<file path="src/hw/rtl/hbme_pkg.sv">
// ----------------------------------------------------------------------------
// hbme_pkg
// Shared widths, register indexes and key helpers for the block matrix
// encoder.
// ----------------------------------------------------------------------------
package hbme_pkg;

  localparam int MaxDimDefault = 4;   // default block length limit
  localparam int ByteW         = 8;   // message byte and key entry width
  localparam int CipherW       = 18;  // width of one column sum
  localparam int KeyRows       = 4;   // rows (and columns) held in the key registers
  localparam int KeyRowW       = 32;  // one key row register
  localparam int KeyDimW       = 3;   // key dimension register width
  localparam int CfgIdxW       = 3;   // configuration index width
  localparam int CfgDataW      = 32;  // configuration data width

  localparam logic [KeyDimW-1:0] KeyDimReset = 3'd2;

  // configuration register indexes
  localparam logic [CfgIdxW-1:0] CfgKeyDim  = 3'd0;
  localparam logic [CfgIdxW-1:0] CfgKeyRow0 = 3'd1;
  localparam logic [CfgIdxW-1:0] CfgKeyRow1 = 3'd2;
  localparam logic [CfgIdxW-1:0] CfgKeyRow2 = 3'd3;
  localparam logic [CfgIdxW-1:0] CfgKeyRow3 = 3'd4;

  typedef logic [KeyRows-1:0][KeyRowW-1:0] key_rows_t;

  // key entry at (row, col); anything outside the held 4x4 key reads as zero
  function automatic logic [ByteW-1:0] key_entry(input key_rows_t rows,
                                                 input int row,
                                                 input int col);
    logic [ByteW-1:0] ent;
    ent = '0;
    if (row < KeyRows && col < KeyRows) begin
      ent = rows[row][ByteW*col +: ByteW];
    end
    return ent;
  endfunction

endpackage

</file>
<file path="src/hw/rtl/hill_block_matrix_encrypt.sv">
// ----------------------------------------------------------------------------
// hill_block_matrix_encrypt
// Gathers message bytes into blocks and emits the block times the key matrix,
// one column sum per result transaction.
// ----------------------------------------------------------------------------
// The block takes one message byte per cycle while in_stall_o is low. After
// key_dim bytes, or at the byte flagged as the end of the message (short
// blocks are zero padded), the block is moved into a hold register and its
// key_dim column sums leave one per cycle, unless the output stalls, through
// a single column dot-product unit into the output register, block_last
// marking the last sum of a block and message_last the last sum of the
// message. Bytes keep flowing while a block drains, so with full blocks and
// no output stall the sustained rate is one byte per cycle. A byte that
// closes a block waits (in_stall_o) only while the previous block is still
// in the hold register and is not handing over its final sum in that cycle;
// output stalls can lengthen this wait. Configuration writes are taken in
// every cycle (cfg_ready_o is always high) and must only happen while idle.
// ----------------------------------------------------------------------------
module hill_block_matrix_encrypt #(
  parameter int MAX_DIM = hbme_pkg::MaxDimDefault
) (
  input  logic                         clk_i,
  input  logic                         rst_ni,
  // configuration write channel
  input  logic                         cfg_valid_i,
  output logic                         cfg_ready_o,
  input  logic [hbme_pkg::CfgIdxW-1:0] cfg_index_i,
  input  logic [hbme_pkg::CfgDataW-1:0] cfg_data_i,
  // message input channel
  input  logic                         in_valid_i,
  output logic                         in_stall_o,
  input  logic [hbme_pkg::ByteW-1:0]   msg_byte_i,
  input  logic                         msg_end_i,
  // result output channel
  output logic                         out_valid_o,
  input  logic                         out_stall_i,
  output logic [hbme_pkg::CipherW-1:0] cipher_value_o,
  output logic                         block_last_o,
  output logic                         message_last_o
);

  localparam int DimW = $clog2(MAX_DIM + 1);
  localparam int ByteW = hbme_pkg::ByteW;
  localparam int CipherW = hbme_pkg::CipherW;

  // configuration registers
  logic [hbme_pkg::KeyDimW-1:0] key_dim_q;
  hbme_pkg::key_rows_t          key_q;

  // collector
  logic [ByteW-1:0] block_q [MAX_DIM];
  logic [ByteW-1:0] block_d [MAX_DIM];
  logic [DimW-1:0]  fill_q, fill_d;

  // hold register for a closed block
  logic [ByteW-1:0] hold_q [MAX_DIM];
  logic [ByteW-1:0] hold_d [MAX_DIM];
  logic             hold_busy_q, hold_busy_d;
  logic [DimW-1:0]  hold_dim_q, hold_dim_d;
  logic             hold_last_q, hold_last_d;
  logic [DimW-1:0]  col_q, col_d;

  // output register
  logic               out_valid_q, out_valid_d;
  logic [CipherW-1:0] cipher_q, cipher_d;
  logic               blast_q, blast_d;
  logic               mlast_q, mlast_d;

  logic [DimW-1:0]    dim_eff;
  logic [DimW-1:0]    fill_eff;
  logic [DimW-1:0]    fill_inc;
  logic               closes;
  logic               in_acc;
  logic               out_load;
  logic               last_col;
  logic               free_now;
  logic [CipherW-1:0] col_sum;

  assign cfg_ready_o = 1'b1;

  // configuration writes; indexes past the list are ignored
  always_ff @(posedge clk_i or negedge rst_ni) begin
    if (!rst_ni) begin
      key_dim_q <= hbme_pkg::KeyDimReset;
      key_q     <= '0;
    end else if (cfg_valid_i) begin
      unique case (cfg_index_i)
        hbme_pkg::CfgKeyDim:  key_dim_q <= cfg_data_i[hbme_pkg::KeyDimW-1:0];
        hbme_pkg::CfgKeyRow0: key_q[0]  <= cfg_data_i;
        hbme_pkg::CfgKeyRow1: key_q[1]  <= cfg_data_i;
        hbme_pkg::CfgKeyRow2: key_q[2]  <= cfg_data_i;
        hbme_pkg::CfgKeyRow3: key_q[3]  <= cfg_data_i;
        default: ;
      endcase
    end
  end

  // effective dimension: zero reads as one, large values saturate
  always_comb begin
    if (key_dim_q == '0) begin
      dim_eff = DimW'(1);
    end else if (int'(key_dim_q) > MAX_DIM) begin
      dim_eff = DimW'(MAX_DIM);
    end else begin
      dim_eff = DimW'(key_dim_q);
    end
  end

  // a partial block left over from a larger dimension is dropped
  assign fill_eff = (fill_q >= dim_eff) ? '0 : fill_q;
  assign fill_inc = fill_eff + DimW'(1);
  assign closes   = (fill_inc == dim_eff) || msg_end_i;

  // output side: next column goes out when the output register frees up
  assign out_load = hold_busy_q && (!out_valid_q || !out_stall_i);
  assign last_col = (col_q == hold_dim_q - DimW'(1));
  assign free_now = out_load && last_col;

  assign in_stall_o = closes && hold_busy_q && !free_now;
  assign in_acc     = in_valid_i && !in_stall_o;

  // dot product of the held block with key column col_q
  always_comb begin
    logic [2*ByteW-1:0] prod;
    col_sum = '0;
    for (int k = 0; k < MAX_DIM; k++) begin
      prod    = hold_q[k] * hbme_pkg::key_entry(key_q, k, int'(col_q));
      col_sum = col_sum + CipherW'(prod);
    end
  end

  // collector and hold register next state
  always_comb begin
    block_d     = block_q;
    fill_d      = fill_q;
    hold_d      = hold_q;
    hold_busy_d = hold_busy_q;
    hold_dim_d  = hold_dim_q;
    hold_last_d = hold_last_q;
    col_d       = col_q;

    if (out_load) begin
      if (last_col) begin
        hold_busy_d = 1'b0;
        col_d       = '0;
      end else begin
        col_d = col_q + DimW'(1);
      end
    end

    if (in_acc) begin
      if (closes) begin
        // move the closed block over, zero padded past the new byte
        for (int k = 0; k < MAX_DIM; k++) begin
          if (DimW'(k) < fill_eff) begin
            hold_d[k] = block_q[k];
          end else if (DimW'(k) == fill_eff) begin
            hold_d[k] = msg_byte_i;
          end else begin
            hold_d[k] = '0;
          end
        end
        hold_busy_d = 1'b1;
        hold_dim_d  = dim_eff;
        hold_last_d = msg_end_i;
        col_d       = '0;
        fill_d      = '0;
      end else begin
        for (int k = 0; k < MAX_DIM; k++) begin
          if (DimW'(k) == fill_eff) begin
            block_d[k] = msg_byte_i;
          end
        end
        fill_d = fill_inc;
      end
    end
  end

  // output register next state
  always_comb begin
    out_valid_d = out_valid_q;
    cipher_d    = cipher_q;
    blast_d     = blast_q;
    mlast_d     = mlast_q;
    if (out_load) begin
      out_valid_d = 1'b1;
      cipher_d    = col_sum;
      blast_d     = last_col;
      mlast_d     = last_col && hold_last_q;
    end else if (!out_stall_i) begin
      out_valid_d = 1'b0;
    end
  end

  // control state
  always_ff @(posedge clk_i or negedge rst_ni) begin
    if (!rst_ni) begin
      fill_q      <= '0;
      hold_busy_q <= 1'b0;
      col_q       <= '0;
      out_valid_q <= 1'b0;
    end else begin
      fill_q      <= fill_d;
      hold_busy_q <= hold_busy_d;
      col_q       <= col_d;
      out_valid_q <= out_valid_d;
    end
  end

  // payload registers
  always_ff @(posedge clk_i) begin
    block_q     <= block_d;
    hold_q      <= hold_d;
    hold_dim_q  <= hold_dim_d;
    hold_last_q <= hold_last_d;
    cipher_q    <= cipher_d;
    blast_q     <= blast_d;
    mlast_q     <= mlast_d;
  end

  assign out_valid_o    = out_valid_q;
  assign cipher_value_o = cipher_q;
  assign block_last_o   = blast_q;
  assign message_last_o = mlast_q;

  // column counter stays inside the held block
  a_col_in_range: assert property (@(posedge clk_i) disable iff (!rst_ni)
    hold_busy_q |-> (col_q < hold_dim_q))
    else $error("column counter past held block dimension");

  // input is only held back while a block occupies the hold register
  a_stall_needs_hold: assert property (@(posedge clk_i) disable iff (!rst_ni)
    in_stall_o |-> hold_busy_q)
    else $error("input stalled with empty hold register");

  // the final sum of a message is always the final sum of its block
  a_msg_last_on_block_last: assert property (@(posedge clk_i) disable iff (!rst_ni)
    (out_valid_o && message_last_o) |-> block_last_o)
    else $error("message_last without block_last");

  // a closed block starts draining from its first column
  a_close_starts_col0: assert property (@(posedge clk_i) disable iff (!rst_ni)
    (in_acc && closes) |=> (hold_busy_q && col_q == '0))
    else $error("closed block did not start at column zero");

  // the collector never holds a full block
  a_fill_bound: assert property (@(posedge clk_i) disable iff (!rst_ni)
    int'(fill_q) < MAX_DIM)
    else $error("fill count reached block length");

endmodule

</file>
<file path="config.mk">
export PLATFORM = sky130hd
export DESIGN_NAME = hill_block_matrix_encrypt
export DESIGN_NICKNAME = d
export VERILOG_FILES = /design/src/hw/rtl/hbme_pkg.sv /design/src/hw/rtl/hill_block_matrix_encrypt.sv
export SDC_FILE = /design/constraint.sdc
export NUM_CORES = 1
export LEC_CHECK = 0
export CAP_MARGIN = 30
export CORE_MARGIN = 1.5
export CORE_UTILIZATION = 50
export CTS_CLUSTER_DIAMETER = 80
export DETAILED_ROUTE_END_ITERATION = 10
export DONT_BUFFER_PORTS = 1
export GPL_TIMING_DRIVEN = 0
export PLACE_DENSITY_LB_ADDON = 0.15
export SKIP_LAST_GASP = 1
export SYNTH_ARGS = -nofsm -noshare
export SYNTH_HDL_FRONTEND = slang
export SYNTH_SLANG_ARGS = --single-unit
</file>
<file path="constraint.sdc">
create_clock -name clk_i -period 9.3 [get_ports clk_i]
set_input_delay 0.93 -clock clk_i [delete_from_list [all_inputs] [get_ports clk_i]]
set_output_delay 0.93 -clock clk_i [all_outputs]
set_load 0.02 [all_outputs]
</file>
==> impl_metrics.py, run 1 <==
metrics = {
    "run_status": {
        "status": "completed",
    },
    "floorplanning": {
        "start_util_pct": 51.04,
        "num_rows": 70,
        "io-pin-count": 72,
        "die_area_mm2": 0.03872,
        "die_width_um": 196.8,
        "core-area_mm2": 0.03679,
        "fp.dieH_um": 196.8,
    },
    "clock_network": {
        "cts_made_buffers": 27,
        "cts_tree": "yes",
        "post-cts-setup-buffer-count": 0,
        "cts.repair.resized": 0,
        "cts.clk_slew.worst_paths_ns": 0.06,
        "clockBufferDepth": 3,
        "cts_max_level": 1,
        "cts.sinks": 227,
        "cts_hold_buf": 0,
        "clk_latency_ns": 0.56,
        "root_buffer": "clkbuf_16",
    },
    "detailed_routing": {
        "vias_per_cell": 5.343,
        "routed-via-count": 11310,
        "drtIter0Drc": 618,
        "wl_um": 42590,
        "drc": 0,
        "firstDrtPassIters": 5,
        "ant_nets": 0,
        "post_drt_wl_per_cell_um": 20.13,
    },
    "worst_setup_path": {
        "critPathMostFrequentCell": "fa_1",
        "critPathMaxFanout": 10,
        "worst_path_max_delay_cell": "nor2b_1",
        "cp-start-kind": "register",
        "worstPathCellList": "buf_2 > buf_2 > mux4_2 > nor2b_1 > nand2_1 > fa_1 > fa_1 > fa_1 > fa_1 > inv_1 > fa_1 > fa_1 > fa_1 > inv_1 > fa_1 > inv_1 > ha_1 > o21a_1 > o31a_1 > o21ai_1 > a211oi_1 > a311oi_1 > xnor2_1",
        "crit_required_ns": 9.61,
        "criticalPathCategory": "reg2reg",
        "end_kind": "register",
        "crit_arrival_ns": 8.70,
        "slowest_delay_ns": 0.82,
        "r2r_slack_ns": 0.90,
    },
    "global_route": {
        "grt_overflow_total": 0,
        "antenna_found_initial": 0,
        "grt_pass1_wl_um": 67830,
        "first_global_vias": 11960,
        "grtUsageTotal_pct": 23.25,
        "grt_max_degree": 140,
    },
    "synth": {
        "yosysSeqAreaShare_pct": 32.61,
        "postSynthNetCount": 2002,
        "synth_cell_types": 56,
        "yosys_warnings": 0,
        "synth-edff-count": 88,
        "synthCells": 1592,
        "async_flop_share_pct": 61.23,
        "synth.avg_cell_area_um2": 11.79,
        "ys_ff_latch": 227,
        "syn_area_mm2": 0.01877,
        "ys.flop_type": "dfrtp_1",
    },
    "sta": {
        "finalWorstSetupSlack_ns": 0.9046,
        "fmax_mhz": 119.1,
        "worst_slew_pin_slew_ns": 1.048,
        "period_share_pct": 90.27,
        "timing.slew.headroom_pct": 29.97,
        "rsz0062_at_grt": "no",
        "fin_setup_tns_ns": 0,
        "fin_worst_skew_ns": 0.01117,
        "finalHoldViolations": 0,
        "min_period_ns": 8.395,
        "final_max_slew_viol_count": 0,
        "setup_violations": 0,
    },
    "place": {
        "portBuffers": 0,
        "post-place-cells": 2064,
        "place_area_mm2": 0.01942,
        "dp_slack_ns": 0.9118,
        "gp_congestion": 0.8370,
        "dp_hpwl_um": 33780,
    },
    "finish": {
        "drive_gt1_share_pct": 15.54,
        "layout.cells.most_common": "inv_1",
        "area_growth_pct": 8.424,
        "filler_cell_count": 3189,
        "fin_nets": 2036,
        "final_cell_mix": "inv_1 (313), fa_1 (224), and2_1 (182)",
        "finalNonFillerCells": 2116,
        "stdcell_area_mm2": 0.02036,
    },
    "min_path": {
        "hold_path.class": "in2async",
    },
    "flow_run": {
        "maxCapViolCount": 0,
    },
}
-- through the flow --
stage | hold slack [ns] | util (%)
after CTS | 0.03620 | 55.31
after detailed placement | 0.4899 | 52.79
after global placement | 0.4824 | 52.63
after floorplan | 0.4739 | -
after global routing | 0.04091 | 55.33
final | 0.06376 | 55.34
-- cell families (layout without fill, tap and decap cells) --
family | Yosys count | in the layout | synth area share (%)
buffers and inverters | 344 | 399 | 7.164
other | 1 | 2 | 0.01997
and+or+nand+nor | 388 | 388 | 11.01
muxes | 161 | 161 | 11.58
DFF | 227 | 227 | 32.61
xor gates and xnor gates | 21 | 21 | 1.093
adders and majority gates | 361 | 361 | 33.02
AOI/OAI and AO/OA | 89 | 89 | 3.512
-- routing by layer --
layer	track usage (%)	vias up	part of all wire [%]	wire length, um
met3	3.936	56	4.3	1812
met2	40.23	185	51	21650
met5	0	-	0	0
met4	6.531	0	2.6	1117
met1	30.22	5916	42	18010
li1	-	5148	-	-
-- cell usage after synthesis, drive strengths merged (4+ instances only) --
library cell / instances / area share [%]
inv: 313 / 6.3
fa: 224 / 24
and2: 182 / 6.1
dfrtp: 138 / 18
ha: 137 / 9.1
mux2: 129 / 7.7
nand2: 125 / 2.5
edfxtp: 88 / 14
nor2b: 34 / 1.2
mux4: 32 / 3.8
o21ai: 30 / 0.82
buf: 27 / 0.83
nor2: 23 / 0.47
a22o: 16 / 0.80
xnor2: 16 / 0.79
a21oi: 10 / 0.29
nor3: 8 / 0.21
a21o: 6 / 0.24
and2b: 5 / 0.20
clkbuf: 4 / 0.080
nand3: 4 / 0.11
o21a: 4 / 0.16
xor2: 4 / 0.19
-- path summary, 6_finish.rpt --
| path | from | to | cells past startpoint |
|---|---|---|---|
| min in group clk_i | msg_byte_i[7] | block_q[23] | 0 |
| setup / recovery | col_q[1] | cipher_value_o[17] | 23 |
| hold / removal | rst_ni | out_valid_o | 0 |
| max in group asynchronous | rst_ni | key_q[43] | 0 |
| setup reg to reg | col_q[1] | cipher_value_o[17] | 23 |
| hold reg to reg | key_q[87] | key_q[87] | 1 |
-- state kept, by name (all words and copies together) (netlist names) --
name	flops
hold_last_q	1
block_q	32
col_q	3
key_q	128
hold_q	32
key_dim_q	3
hold_dim_q	3
fill_q	3
cipher_value_o	18
out_valid_o	1
message_last_o	1
block_last_o	1
hold_busy_q	1
-- critical path, delay by kind of cell, from the launching register on --
| kind | cells | cell delay, ns |
|---|---|---|
| flip-flops | 1 | 0.34 |
| multiplexers | 1 | 0.25 |
| buffers and inverters | 5 | 0.77 |
| AO/OA/AOI/OAI | 5 | 1.17 |
| adder cells (fa/ha/maj) | 9 | 4.40 |
| XOR/XNOR | 1 | 0.17 |
| AND/OR/NAND/NOR | 2 | 1.02 |
-- layout make-up --
class | count | area, um^2 | area share (%)
flip-flops and latches | 227 | 6122 | 30.08
repair buffers | 5 | 62.56 | 0.3073
plain buffers | 31 | 170.2 | 0.8359
inverters | 313 | 1175 | 5.772
clock inverters | 20 | 239.0 | 1.174
multi-input cells | 1021 | 11310 | 55.57
clock buffers | 30 | 686.9 | 3.375
well taps | 468 | 585.6 | 2.877
diodes | 1 | 2.502 | 0.01229
Power of run 1 is left out: the tool's default activity adds up to more than one toggle a clock period on the data nets, which glitch-free logic cannot reach.
==> run 2: changes to the inputs <==
--- a/config.mk
+++ b/config.mk
@@ -13,6 +13,7 @@
 export DONT_BUFFER_PORTS = 1
 export GPL_TIMING_DRIVEN = 0
 export PLACE_DENSITY_LB_ADDON = 0.15
+export REMOVE_ABC_BUFFERS = 1
 export SKIP_LAST_GASP = 1
 export SYNTH_ARGS = -nofsm -noshare
 export SYNTH_HDL_FRONTEND = slang
==> impl_metrics.py, run 2 (synthesis gave the netlist of run 1 again) <==
metrics = {
    "clock_network": {
        "cts.sinks": 227,
        "cts_hold_buf": 0,
        "cts_max_level": 1,
        "root_buffer": "clkbuf_16",
        "cts.clk_slew.worst_paths_ns": 0.06,
        "clk_latency_ns": 0.57,
        "cts_tree": "yes",
        "cts_made_buffers": 27,
        "post-cts-setup-buffer-count": 0,
        "clockBufferDepth": 3,
        "cts.repair.resized": 0,
    },
    "detailed_routing": {
        "routed-via-count": 11270,
        "firstDrtPassIters": 5,
        "drtIter0Drc": 545,
        "drc": 0,
        "wl_um": 40880,
        "vias_per_cell": 5.386,
        "post_drt_wl_per_cell_um": 19.54,
        "ant_nets": 0,
    },
    "finish": {
        "area_growth_pct": 8.324,
        "postLayoutCoreUtil_pct": 55.29,
        "fin_nets": 2013,
        "largest_reg_flops": 128,
        "final_cell_mix": "inv_1 (313), fa_1 (224), and2_1 (182)",
        "diodes": 0,
        "top_regs": "key_q (128), block_q (32), hold_q (32)",
        "filler_cell_count": 3170,
        "regMostFlops": "key_q",
        "stdcell_area_mm2": 0.02034,
        "layout.cells.most_common": "inv_1",
        "drive_gt1_share_pct": 15.21,
    },
    "min_path": {
        "hold_path.class": "in2async",
    },
    "floorplanning": {
        "die_area_mm2": 0.03872,
        "die_width_um": 196.8,
        "core-area_mm2": 0.03679,
        "start_util_pct": 51.04,
        "io-pin-count": 72,
        "num_rows": 70,
        "fp.dieH_um": 196.8,
    },
    "global_route": {
        "antenna_found_initial": 4,
        "first_global_vias": 12100,
        "grt_pass1_wl_um": 67230,
        "grt_overflow_total": 0,
        "grt_max_degree": 140,
        "grtUsageTotal_pct": 22.62,
    },
    "worst_setup_path": {
        "worstSetupStartpoint": "col_q[1]",
        "reg2regPathDepth": 23,
        "crit_required_ns": 9.61,
        "cp-start-kind": "register",
        "rr_endpoint": "cipher_value_o[16]",
        "crit_arrival_ns": 8.99,
        "critPathMaxFanout": 35,
        "end_kind": "register",
        "r2r_slack_ns": 0.62,
        "r2r_start": "col_q[1]",
        "criticalPathCategory": "reg2reg",
    },
    "place": {
        "dp_hpwl_um": 32280,
        "gp_congestion": 0.8238,
        "portBuffers": 0,
        "place_area_mm2": 0.01940,
    },
    "sta": {
        "min_period_ns": 8.676,
        "timing.slew.headroom_pct": 25.33,
        "final_max_slew_viol_count": 0,
        "period_share_pct": 93.29,
        "rsz0062_at_grt": "no",
        "fmax_mhz": 115.3,
        "finalHoldViolations": 0,
        "setup_violations": 0,
        "fin_worst_skew_ns": 0.01431,
        "fin_setup_tns_ns": 0,
        "worst_slew_pin_slew_ns": 1.118,
    },
    "run_status": {
        "status": "completed",
    },
    "flow_run": {
        "maxCapViolCount": 0,
    },
}
-- run 2: cell types whose count changed in the layout (fill, tap and decap cells not counted), moves of 3 or more --
cell / previous run / this run
clkbuf_8: 0 / 5
buf_1: 5 / 0
clkbuf_1: 7 / 4
buf_16: 0 / 3
buf_2: 16 / 1
-- run 2: stage by stage --
| stage | setup WS (ns) | instances | hold slack [ns] |
|---|---|---|---|
| floorplan | 1.182 | 1561 | 0.4741 |
| global placement | -0.7002 | 2029 | 0.4817 |
| detailed placement | 0.6149 | 2040 | 0.4873 |
| CTS | 0.5912 | 2090 | 0.03030 |
| global route | 0.3843 | 2092 | 0.03386 |
| finish | 0.6242 | 2092 | 0.04822 |
-- run 2: worst max path at each step --
| stage | endpoint | slack, ns | depth (start not counted) |
|---|---|---|---|
| floorplan | cipher_value_o[17] | 1.18 | 20 |
| global placement | cipher_value_o[16] | -0.70 | 25 |
| detailed placement | cipher_value_o[16] | 0.61 | 23 |
| CTS | cipher_value_o[16] | 0.59 | 23 |
| global route | cipher_value_o[17] | 0.38 | 21 |
| finish | cipher_value_o[16] | 0.62 | 23 |
-- run 2: per-layer routing --
metal | wire (um) | track usage, %
met5 | 0 | 0
met2 | 19790 | 37.43
met1 | 17890 | 31.28
met3 | 1785 | 2.926
met4 | 1415 | 6.955
-- run 2: layout make-up --
type	count	area (um^2)	area share (%)
clock buffer	36	759.5	3.734
clock inverter	14	163.9	0.8060
inverter	313	1175	5.777
multi-input combinational	1021	11340	55.75
sequential	227	6125	30.12
tap	468	585.6	2.879
timing repair buffer	13	191.4	0.9413
-- run 2: worst max-delay path, cell delays in order (launching register included) --
cell,delay [ns]
dfrtp_2,0.96
mux4_2,0.35
nor2b_1,0.87
nand2_1,0.20
fa_1,0.58
inv_1,0.04
ha_1,0.28
inv_1,0.06
fa_1,0.50
fa_1,0.52
inv_1,0.05
fa_1,0.51
fa_1,0.50
inv_1,0.05
fa_1,0.45
fa_1,0.54
inv_1,0.05
ha_1,0.28
a211oi_1,0.37
o21ai_0,0.22
a21oi_1,0.39
o21ai_1,0.22
a221oi_2,0.29
xnor2_1,0.09
Power of run 2 is left out for the same reason.
